$ cat src/rtl/lrucs_pkg.sv
// Shared types and constants for the LRU cache reference simulator.
// Holds the controller state enum, the command/status structs and helpers.
// No dependencies.
package lrucs_pkg;

  // Width of config counts (ways, sets), the set pointer and set bounds
  localparam int CNT_W  = 5;
  localparam int PTR_W  = 4;
  localparam int SPAN_W = 9;
  localparam int LINE_OUT_W = 4;
  localparam int MISS_W = 32;
  localparam int IN_W   = 16;

  // Configuration register indexes
  localparam logic REG_WAYS = 1'b0;
  localparam logic REG_SETS = 1'b1;

  typedef enum logic [2:0] {
    S_IDLE,
    S_MOD,
    S_SCAN,
    S_DRAIN,
    S_COMMIT,
    S_OUT
  } state_t;

  // Commands from controller to datapath
  typedef struct packed {
    logic capture;   // latch input item, clear scan flags
    logic reduce;    // subtract set count from the set pointer
    logic base;      // latch the set bounds
    logic scan;      // issue the next line read
    logic commit;    // apply hit or placement
    logic load;      // move the result into the output register
  } cmd_t;

  // Status from datapath to controller
  typedef struct packed {
    logic ptr_ge;     // set pointer not yet below the set count
    logic last_issue; // the read being issued is the last line
  } sts_t;

  // Map a raw count register to 1..16
  function automatic logic [CNT_W-1:0] clamp_count(input logic [CNT_W-1:0] v);
    logic [CNT_W-1:0] r;
    if (v == '0) begin
      r = CNT_W'(1);
    end else if (v > CNT_W'(16)) begin
      r = CNT_W'(16);
    end else begin
      r = v;
    end
    return r;
  endfunction

endpackage

$ cat src/rtl/lru_cache_reference_simulator.sv
// Top level of the LRU cache reference simulator.
// Depends on lrucs_pkg; instantiates lrucs_ctrl and lrucs_dp.
//
//   channel   handshake               payload
//   input     in_valid / in_ready     ref_value
//   output    out_valid / out_ready   was_hit, line_touched, miss_total
//   config    cfg_we                  cfg_index, cfg_data
//
// An item passes through accept, set base, one read per line through the
// single read port of the line memory, drain, commit and output load. A
// set pointer left beyond a reduced set count adds repeated subtractions
// of the set count before the set base. Reset clears all valid bits at
// once; no clearing pass. A stalled output holds the next item at the load.
module lru_cache_reference_simulator #(
  parameter int LINES    = 16,
  parameter int TAG_BITS = 16,
  parameter int AGE_BITS = 16
) (
  input  logic                             clk,
  input  logic                             rst,
  input  logic                             cfg_we,
  input  logic                             cfg_index,
  input  logic [lrucs_pkg::CNT_W-1:0]      cfg_data,
  input  logic                             in_valid,
  output logic                             in_ready,
  input  logic [lrucs_pkg::IN_W-1:0]       ref_value,
  output logic                             out_valid,
  input  logic                             out_ready,
  output logic                             was_hit,
  output logic [lrucs_pkg::LINE_OUT_W-1:0] line_touched,
  output logic [lrucs_pkg::MISS_W-1:0]     miss_total
);
  import lrucs_pkg::*;

  cmd_t cmd;
  sts_t sts;

  lrucs_ctrl u_ctrl (
    .clk       (clk),
    .rst       (rst),
    .in_valid  (in_valid),
    .in_ready  (in_ready),
    .out_valid (out_valid),
    .out_ready (out_ready),
    .sts       (sts),
    .cmd       (cmd)
  );

  lrucs_dp #(
    .LINES    (LINES),
    .TAG_BITS (TAG_BITS),
    .AGE_BITS (AGE_BITS)
  ) u_dp (
    .clk          (clk),
    .rst          (rst),
    .cfg_we       (cfg_we),
    .cfg_index    (cfg_index),
    .cfg_data     (cfg_data),
    .ref_value    (ref_value),
    .cmd          (cmd),
    .sts          (sts),
    .was_hit      (was_hit),
    .line_touched (line_touched),
    .miss_total   (miss_total)
  );

endmodule

$ cat src/rtl/lrucs_ctrl.sv
// Controller state machine for the LRU cache reference simulator.
// Depends on lrucs_pkg; drives the datapath by cmd_t and reads sts_t.
module lrucs_ctrl (
  input  logic            clk,
  input  logic            rst,
  input  logic            in_valid,
  output logic            in_ready,
  output logic            out_valid,
  input  logic            out_ready,
  input  lrucs_pkg::sts_t sts,
  output lrucs_pkg::cmd_t cmd
);
  import lrucs_pkg::*;

  state_t state, state_next;

  // State register
  always_ff @(posedge clk) begin
    if (rst) begin
      state <= S_IDLE;
    end else begin
      state <= state_next;
    end
  end

  // Next state and commands
  always_comb begin
    state_next = state;
    cmd = '0;
    in_ready = 1'b0;
    case (state)
      S_IDLE: begin
        in_ready = 1'b1;
        if (in_valid) begin
          cmd.capture = 1'b1;
          state_next = S_MOD;
        end
      end
      S_MOD: begin
        if (sts.ptr_ge) begin
          cmd.reduce = 1'b1;
        end else begin
          cmd.base = 1'b1;
          state_next = S_SCAN;
        end
      end
      S_SCAN: begin
        cmd.scan = 1'b1;
        if (sts.last_issue) begin
          state_next = S_DRAIN;
        end
      end
      S_DRAIN: begin
        state_next = S_COMMIT;
      end
      S_COMMIT: begin
        cmd.commit = 1'b1;
        state_next = S_OUT;
      end
      S_OUT: begin
        if (!out_valid || out_ready) begin
          cmd.load = 1'b1;
          state_next = S_IDLE;
        end
      end
      default: begin
        state_next = S_IDLE;
      end
    endcase
  end

  // Output valid: set on load, drop when taken
  always_ff @(posedge clk) begin
    if (rst) begin
      out_valid <= 1'b0;
    end else if (cmd.load) begin
      out_valid <= 1'b1;
    end else if (out_ready) begin
      out_valid <= 1'b0;
    end
  end

endmodule

$ cat src/rtl/lrucs_dp.sv
// Datapath of the LRU cache reference simulator: line memory, valid bits,
// scan pipeline, set pointer, miss counter and result registers.
// Depends on lrucs_pkg; controlled by lrucs_ctrl.
module lrucs_dp #(
  parameter int LINES    = 16,
  parameter int TAG_BITS = 16,
  parameter int AGE_BITS = 16
) (
  input  logic                             clk,
  input  logic                             rst,
  input  logic                             cfg_we,
  input  logic                             cfg_index,
  input  logic [lrucs_pkg::CNT_W-1:0]      cfg_data,
  input  logic [lrucs_pkg::IN_W-1:0]       ref_value,
  input  lrucs_pkg::cmd_t                  cmd,
  output lrucs_pkg::sts_t                  sts,
  output logic                             was_hit,
  output logic [lrucs_pkg::LINE_OUT_W-1:0] line_touched,
  output logic [lrucs_pkg::MISS_W-1:0]     miss_total
);
  import lrucs_pkg::*;

  localparam int IDX_W  = (LINES > 1) ? $clog2(LINES) : 1;
  localparam int WORD_W = TAG_BITS + AGE_BITS;
  localparam logic [AGE_BITS-1:0] AGE_MAX = '1;

  // Configuration and item state
  logic [CNT_W-1:0]    ways, sets;
  logic [CNT_W-1:0]    nways, nsets;
  logic [PTR_W-1:0]    set_pointer;
  logic [MISS_W-1:0]   miss_count;
  logic [TAG_BITS-1:0] tag;
  logic [SPAN_W-1:0]   set_first, set_end;

  // Line storage: tag and age per line, valid bits in flops
  logic [WORD_W-1:0]   mem [LINES];
  logic [WORD_W-1:0]   rdata;
  logic [LINES-1:0]    line_valid;
  logic                mem_we;
  logic [IDX_W-1:0]    mem_waddr;
  logic [WORD_W-1:0]   mem_wdata;

  // Scan pipeline
  logic [IDX_W-1:0]    scan_idx;
  logic                proc_vld;
  logic [IDX_W-1:0]    proc_idx;

  // Scan findings
  logic                hit;
  logic [IDX_W-1:0]    hit_idx;
  logic                found_empty;
  logic [IDX_W-1:0]    empty_idx;
  logic                any;
  logic [IDX_W-1:0]    victim_idx;
  logic [AGE_BITS-1:0] best;

  // Item result held until loaded
  logic                fin_hit;
  logic [IDX_W-1:0]    fin_line;

  // Line under inspection
  logic [TAG_BITS-1:0] rtag;
  logic [AGE_BITS-1:0] rage, aged;
  logic                pv;
  logic                in_set;
  logic [SPAN_W-1:0]   proc_span;
  logic [CNT_W-1:0]    ptr_inc;

  assign nways = clamp_count(ways);
  assign nsets = clamp_count(sets);

  assign rtag = rdata[WORD_W-1:AGE_BITS];
  assign rage = rdata[AGE_BITS-1:0];
  assign pv   = line_valid[proc_idx];
  assign aged = (pv && rage != AGE_MAX) ? rage + AGE_BITS'(1) : rage;
  assign proc_span = SPAN_W'(proc_idx);
  assign in_set = (proc_span >= set_first) && (proc_span < set_end);
  assign ptr_inc = CNT_W'(set_pointer) + CNT_W'(1);

  assign sts.ptr_ge     = CNT_W'(set_pointer) >= nsets;
  assign sts.last_issue = scan_idx == IDX_W'(LINES - 1);

  // Configuration writes
  always_ff @(posedge clk) begin
    if (rst) begin
      ways <= CNT_W'(4);
      sets <= CNT_W'(4);
    end else if (cfg_we) begin
      case (cfg_index)
        REG_WAYS: ways <= cfg_data;
        REG_SETS: sets <= cfg_data;
        default: ;
      endcase
    end
  end

  // Memory write select: scan writeback or commit
  always_comb begin
    mem_we    = 1'b0;
    mem_waddr = proc_idx;
    mem_wdata = {rtag, aged};
    if (cmd.commit) begin
      mem_wdata = {tag, AGE_BITS'(0)};
      if (hit) begin
        mem_we    = 1'b1;
        mem_waddr = hit_idx;
      end else if (found_empty) begin
        mem_we    = 1'b1;
        mem_waddr = empty_idx;
      end else if (any) begin
        mem_we    = 1'b1;
        mem_waddr = victim_idx;
      end
    end else if (proc_vld && pv) begin
      mem_we = 1'b1;
    end
  end

  // Line memory
  always_ff @(posedge clk) begin
    if (mem_we) begin
      mem[mem_waddr] <= mem_wdata;
    end
    if (cmd.scan) begin
      rdata <= mem[scan_idx];
    end
  end

  // Control state: valid bits, pointer, counter, scan pipeline
  always_ff @(posedge clk) begin
    if (rst) begin
      line_valid  <= '0;
      set_pointer <= '0;
      miss_count  <= '0;
      proc_vld    <= 1'b0;
      scan_idx    <= '0;
    end else begin
      proc_vld <= cmd.scan;
      if (cmd.capture) begin
        scan_idx <= '0;
      end else if (cmd.scan) begin
        scan_idx <= scan_idx + IDX_W'(1);
      end
      if (cmd.reduce) begin
        set_pointer <= PTR_W'(CNT_W'(set_pointer) - nsets);
      end
      if (cmd.commit) begin
        set_pointer <= (ptr_inc >= nsets) ? '0 : PTR_W'(ptr_inc);
        if (!hit) begin
          if (miss_count != '1) begin
            miss_count <= miss_count + MISS_W'(1);
          end
          if (found_empty) begin
            line_valid[empty_idx] <= 1'b1;
          end
        end
      end
    end
  end

  // Item payload and scan findings
  always_ff @(posedge clk) begin
    if (cmd.capture) begin
      tag         <= TAG_BITS'(ref_value);
      hit         <= 1'b0;
      found_empty <= 1'b0;
      any         <= 1'b0;
    end
    if (cmd.base) begin
      set_first <= SPAN_W'(set_pointer) * SPAN_W'(nways);
      set_end   <= SPAN_W'(set_pointer) * SPAN_W'(nways) + SPAN_W'(nways);
    end
    if (cmd.scan) begin
      proc_idx <= scan_idx;
    end
    // Inspect the line read last cycle
    if (proc_vld) begin
      if (pv && rtag == tag && !hit) begin
        hit     <= 1'b1;
        hit_idx <= proc_idx;
      end
      if (in_set) begin
        if (!pv && !found_empty) begin
          found_empty <= 1'b1;
          empty_idx   <= proc_idx;
        end
        if (pv && (!any || aged >= best)) begin
          any        <= 1'b1;
          best       <= aged;
          victim_idx <= proc_idx;
        end
      end
    end
    // Resolve the line touched
    if (cmd.commit) begin
      fin_hit <= hit;
      if (hit) begin
        fin_line <= hit_idx;
      end else if (found_empty) begin
        fin_line <= empty_idx;
      end else if (any) begin
        fin_line <= victim_idx;
      end else begin
        fin_line <= '0;
      end
    end
    // Output register
    if (cmd.load) begin
      was_hit      <= fin_hit;
      line_touched <= LINE_OUT_W'(fin_line);
      miss_total   <= miss_count;
    end
  end

endmodule

$ cat config.mk
export PLATFORM = sky130hd
export DESIGN_NAME = lru_cache_reference_simulator
export DESIGN_NICKNAME = d
export VERILOG_FILES = /design/src/rtl/lrucs_pkg.sv /design/src/rtl/lru_cache_reference_simulator.sv /design/src/rtl/lrucs_ctrl.sv /design/src/rtl/lrucs_dp.sv
export SDC_FILE = /design/constraint.sdc
export NUM_CORES = 1
export LEC_CHECK = 0
export BUFFER_PORTS_ARGS = -buffer_cell sky130_fd_sc_hd__clkbuf_2
export CORE_ASPECT_RATIO = 1.2
export CORE_UTILIZATION = 44
export CTS_CLUSTER_DIAMETER = 50
export CTS_CLUSTER_SIZE = 10
export DETAILED_ROUTE_END_ITERATION = 10
export REMOVE_ABC_BUFFERS = 1
export SLEW_MARGIN = 10
export SYNTH_ARGS = -nofsm -noshare
export SYNTH_HDL_FRONTEND = slang
export SYNTH_HIERARCHICAL = 1
export SYNTH_SLANG_ARGS = --single-unit
$ cat constraint.sdc
create_clock -name clk -period 8.4 [get_ports clk]
set_input_delay 1.68 -clock clk [delete_from_list [all_inputs] [get_ports clk]]
set_output_delay 1.68 -clock clk [all_outputs]
set_load 0.01 [all_outputs]
Word level (Yosys, flattened, before mapping)

Memory sizes are Yosys's and may differ from the RTL's. A register that Yosys moved wholly into a read port is not among the register bits.
Cells that the tools add are included.

Memories kept: 1
Register bits after elaboration: 182
Output and inout port bits: 39
Latch bits: 0
Input port bits: 27
ROM bits: 0
Memory bits (writable): 512
Word-level logic and storage cells: 143

Shift-type cells: 0
Add/subtract/negate cells: 6
Reductions and logical operators: 29
Bitwise logic cells: 3
Multipliers: 1
Mux-type cells: 55
Equal/unequal tests: 13
Div/mod/pow operators: 0
Magnitude comparators: 10

Memory list:

| name     | words | width | read ports | clocked after Yosys merged registers in | wr ports | line           | text |
|---|---|---|---|---|---|---|---|
| u_dp.mem | 16    | 32    | 1          | 1                                       | 1        | lrucs_dp.sv:36 | `logic [WORD_W-1:0] mem [LINES];` |

Operators by type and width:

| operator                | count |
|---|---|
| $mux W4                 | 10 |
| $add A32 B1 Y32 const B | 1 |
| $mux W32                | 1 |
| $ne A32 B32 Y1 const B  | 1 |
| $mux W1                 | 31 |
| $mux W5                 | 4 |
| $pmux W3 S6             | 1 |
| $add A16 B1 Y16 const B | 1 |
| $eq A16 B16 Y1          | 1 |
| $ge A16 B16 Y1          | 1 |
| $mux W16                | 1 |
| $ne A16 B16 Y1 const B  | 1 |
| $or A16 B16 Y16         | 1 |
| $mux W3                 | 4 |
| $reduce_and A3 Y1       | 4 |
| $gt A5 B5 Y1 const B    | 2 |
| $logic_not A5 Y1        | 2 |
| $lt A4 B5 Y1 const B    | 2 |
| $add A9 B5 Y9           | 1 |
| $ge A4 B9 Y1            | 1 |
| $lt A4 B9 Y1            | 1 |
| $mul A4 B5 Y9           | 1 |
| $logic_and A1 B1 Y1     | 8 |
| $eq A3 B2 Y1 const B    | 2 |
| other kinds (22)        | 34 |

Depth between registers and ports, before layout

Depth after elaboration: 10
Gate-level depth with buffers: 16
Gate-level depth less buffers: 16

Modules after synthesis

Netlist, hierarchy kept.

By module, submodules not included:

| module     | area each (um^2) | seq. area each (um^2) | instances | cells an instance |
|---|---|---|---|---|
| lrucs_dp   | 29,074.1         | 20,980.1              | 1         | 1,563 |
| lrucs_ctrl | 251.5            | 80.1                  | 1         | 29 |

Worst setup path before layout

No wires, ideal clock.

Path type: reg2reg
Start: register u_dp.proc_idx[0]
End: register u_dp.best[0] (enable)
Slack: 3.699 ns
Arrival: 4.279 ns
Clock period less this slack: 4.701 ns
Data required time: 7.978 ns
Stages on the path, launching flop included: 13
Setup time: 0.422 ns
Cell sequence: edfxtp_1 > buf_6 > mux4_2 > mux4_2 > o31a_1 > buf_6 > mux2_4 > ha_1 > a21o_1 > a211oi_1 > o31ai_1 > a2111oi_0 > nor3_1

Word-level cells in the longest chain between the ends: 8

RTL lines:

| item                               | line            | text |
|---|---|---|
| start, declared                    | lrucs_dp.sv:46  | `logic [IDX_W-1:0] proc_idx;` |
| start signal, assigned             | lrucs_dp.sv:174 | `proc_idx <= scan_idx;` |
| $bmux W1 S4                        | lrucs_dp.sv:74  | `assign pv = line_valid[proc_idx];` |
| $mux W1 (not written as such)      | lrucs_dp.sv:74  |  |
| $logic_and A1 B1 Y1                | lrucs_dp.sv:75  | `assign aged = (pv && rage != AGE_MAX) ? rage + AGE_BITS'(1) : rage;` |
| $mux W16                           | lrucs_dp.sv:75  |  |
| via u_dp.aged[1]                   | lrucs_dp.sv:63  | `logic [AGE_BITS-1:0] rage, aged;` |
| $ge A16 B16 Y1                     | lrucs_dp.sv:187 | `if (pv && (!any \|\| aged >= best)) begin` |
| $logic_or A1 B1 Y1                 | lrucs_dp.sv:187 |  |
| $logic_and A1 B1 Y1                | lrucs_dp.sv:187 |  |
| $reduce_and A3 Y1 (no source line) | --              |  |
| end signal, assigned               | lrucs_dp.sv:189 | `best <= aged;` |
| end, declared                      | lrucs_dp.sv:55  | `logic [AGE_BITS-1:0] best;` |

The timed path passes the listed nets, and every way through them passes these cells. The select of a mux whose other input is x is not followed.
A chain may end at the register's enable or synchronous reset.

Worst setup path in the final report

Start: register u_dp.proc_idx[0]
End: register u_dp.best[11] (enable)

Word-level cells in the longest chain between the ends: 8

RTL lines:

| item                                   | line |
|---|---|
| $bmux W1 S4                            | lrucs_dp.sv:74 |
| $mux W1 (not written as such)          | lrucs_dp.sv:74 |
| $logic_and A1 B1 Y1                    | lrucs_dp.sv:75 |
| $mux W16                               | lrucs_dp.sv:75 |
| $ge A16 B16 Y1                         | lrucs_dp.sv:187 |
| $logic_or A1 B1 Y1                     | lrucs_dp.sv:187 |
| $logic_and A1 B1 Y1                    | lrucs_dp.sv:187 |
| $reduce_and A3 Y1 (no source line) (*) | -- |

Every way passes the cells marked *; elsewhere a longest branch is shown, timed or not. The select of a mux whose other input is x is not followed.

==> metrics.cfg <==
[timing]
holdWs_ns=0.419
grt_setup_unrepaired=no
setup_viol=0
tns_ns=0
max_slew_margin=0.219
worstMarginPinSlew_ns=1.17
fin_ws_ns=3.66
final_max_slew_viol_count=0
fmax_mhz=211
fin_worst_skew_ns=0.0313
finalCritPeriodShare=0.564
hold_viol_final=0
period_needed_ns=4.74

[setup_path]
cp-start-kind=flip-flop
critPathMaxStageDelay_ns=0.66
critPathTopFamily=compound AO/OA/AOI/OAI gates
critPathMostFrequentCell=mux4_2
cp_max_fo=16
cp_num_buf_inv=1
slowest_stage=edfxtp_1
cp.required_ns=8.75
cp.arrival_ns=5.09
crit_chain=mux4_2 > mux4_2 > o31a_1 > xnor2_1 > ha_1 > nand2b_1 > a21o_1 > a211oi_1 > o31ai_1 > a2111oi_0 > nor3_2 > buf_4
end_kind=flip-flop
worst-setup-path-type=reg -> reg

[clock_tree]
insertion_delay_ns=0.62
cts-root-buf=clkbuf_16
cts_hold_buf=0
cts_resized=0
clk_pin_slew_worst_paths_ns=0.05
cts_buffers=87
cts_tree=yes
h-tree-depth=3
cts_sinks=726
postCtsSetupRepairBufs=0
cts.path.max_buffers=3

[routing]
antenna_left=0
route.vias.total=14691
drcViolationCount=0
routed_via_density=5.56
wl_per_cell_um=23.8
drt_wl_total_mm=63.0
drtPass1Iterations=7
drt_iter0_drc=1125

[logic_synthesis]
synth_warnings=6
seq_area_frac_synth=0.718
synth.avg_cell_area_um2=18.4
ys_ff_latch=726
synth_edf_count=652
synth.distinct_cells=61
syn_area_um2=29300
async_flop_share=0
syn_inst=1592
synthFlopType=edfxtp_1

[place]
place_area_um2=30900
place_congestion=0.795
dp_hpwl_mm=32.9
numPortBuffers=65
dp_worst_setup_slack_ns=3.67

[final_layout]
syn2layout_area_growth_pct=14.1
drive_above_1_share=0.234
final_area_um2=33400
antenna_cells=0
fillCellCount=5320
nNetsFinal=1798

[worst_hold_path]
hold_path_class=reg -> reg

[power]
p_leak_nw=10.9
peakVddDrop_v=0.000175
pwr_density_cell_nw_per_um2=237

[die]
rows=103
die_area_um2=67700
ioPinCount=66
coreArea_um2=65900
start_util=0.445
die_x_um=238
die_h_um=285

[global_route]
grt_pass1_vias=15325
grt_first_pass_wirelength_mm=95.2
grt_max_degree=89
grt_overflow=0
antenna_found_initial=1
grt.total_usage=0.191

[run]
cap_viol_max_count=0

[outcome]
outcome=complete, no violations

[cell usage in the layout, fill, tap and decap left out, types with 8 or more instances in the layout]
cell type  Yosys  layout
and4_1        10      10
nand2b_1      11      11
nor3_1        22      19
inv_1         47      47
xor2_1        42      42
mux2i_1        9       9
mux4_2       165     165
edfxtp_1     652     652
and3_1        14      14
o21ai_0       17      17
ha_1          53      53
clkbuf_16      0      93
nor2b_1       28      28
a21oi_1       38      38
and2_1        16      16
nand3_1       34      34
buf_4          0      26
nor2_4         0      18
mux2_2        16      16
xnor2_1       33      33
clkbuf_1      42      22
clkbuf_2       0      65
fa_1           8       8
dfxtp_1       74      70
nand4_1       19      19
nor2_1        93      75
nand2_1       48      48
[cells by family after synthesis]
| group | share of synthesized area |
|---|---|
| compound gates | 0.0244 |
| fa+ha+maj | 0.0281 |
| buf+inv | 0.0150 |
| xor+xnor | 0.0224 |
| mux | 0.136 |
| simple gates | 0.0556 |
| flops | 0.718 |
[worst reg2reg max path, cell delays in order (launching register included)]
cell and delay, ns:
edfxtp_1 0.66, mux4_2 0.59, mux4_2 0.59, o31a_1 0.28, xnor2_1 0.29, ha_1 0.28, nand2b_1 0.15, a21o_1 0.19
a211oi_1 0.24, o31ai_1 0.13, a2111oi_0 0.65, nor3_2 0.18, buf_4 0.27
[layer usage]
| layer | share of wire | up-vias | GRT usage |
|---|---|---|---|
| met4 | 0.022 | 0 | 0.0585 |
| met5 | 0 | - | 0 |
| met2 | 0.50 | 366 | 0.318 |
| met1 | 0.43 | 7708 | 0.259 |
| li1 | - | 6531 | - |
| met3 | 0.047 | 86 | 0.0306 |
[registers in the layout (all words and copies together) (netlist names), 9 cells and up]
name / cells
u_dp/tag: 16
u_dp/miss_count: 32
u_dp/mem: 512
u_dp/rdata: 32
u_dp/miss_total: 32
u_dp/set_end: 9
u_dp/line_valid: 16
u_dp/best: 16
u_dp/set_first: 9
[final cells by class]
class	instances	area (um2)	area share
flip-flops and latches	726	21100	0.630
multi-input cells	756	7980	0.238
clock buffers	117	2440	0.0729
well taps	892	1120	0.0334
repair buffers	92	541	0.0162
inverters	47	176	0.00527
clock inverters	11	130	0.00389
[path summary, 6_finish.rpt]
check                           depth (start not counted)        startpoint  slack (ns)              endpoint
worst max-delay path                                   12  u_dp/proc_idx[0]        3.66         u_dp/best[11]
worst min-delay path                                    0  u_dp/fin_line[1]        0.42  u_dp/line_touched[1]
worst max register to register                         12  u_dp/proc_idx[0]        3.66         u_dp/best[11]
worst min register to register                          0  u_dp/fin_line[1]        0.42  u_dp/line_touched[1]
[cell usage after synthesis (all sizes together) (19+ instances only)]
| library cell | number | area [um2] |
|---|---|---|
| xnor2 | 33 | 289 |
| mux4 | 165 | 3720 |
| clkbuf | 42 | 158 |
| nor3 | 22 | 110 |
| edfxtp | 652 | 19600 |
| buf | 21 | 106 |
| a21oi | 38 | 190 |
| nand4 | 19 | 119 |
| nand3 | 34 | 170 |
| xor2 | 42 | 368 |
| nand2 | 48 | 180 |
| nor2b | 29 | 189 |
| nor2 | 93 | 349 |
| inv | 47 | 176 |
| ha | 53 | 663 |
| dfxtp | 74 | 1480 |
[report_power, final]
part,switching [mW],internal (mW),leakage (nW)
Combinational,0.248,0.172,3.14
Clock,1.35,2.06,1.24
Sequential,0.0583,4.05,6.49
Total,1.66,6.28,10.9
[metrics by stage]
stage                     std cells  power [mW]  utilization
final                          2641        7.94        0.508
after global routing           2641        8.21        0.508
after CTS                      2641        8.03        0.508
after detailed placement       2513        4.60        0.469
after global placement         2513        4.59        0.469
after floorplan                1529        4.48            -
(Power assumes the default switching activity.)
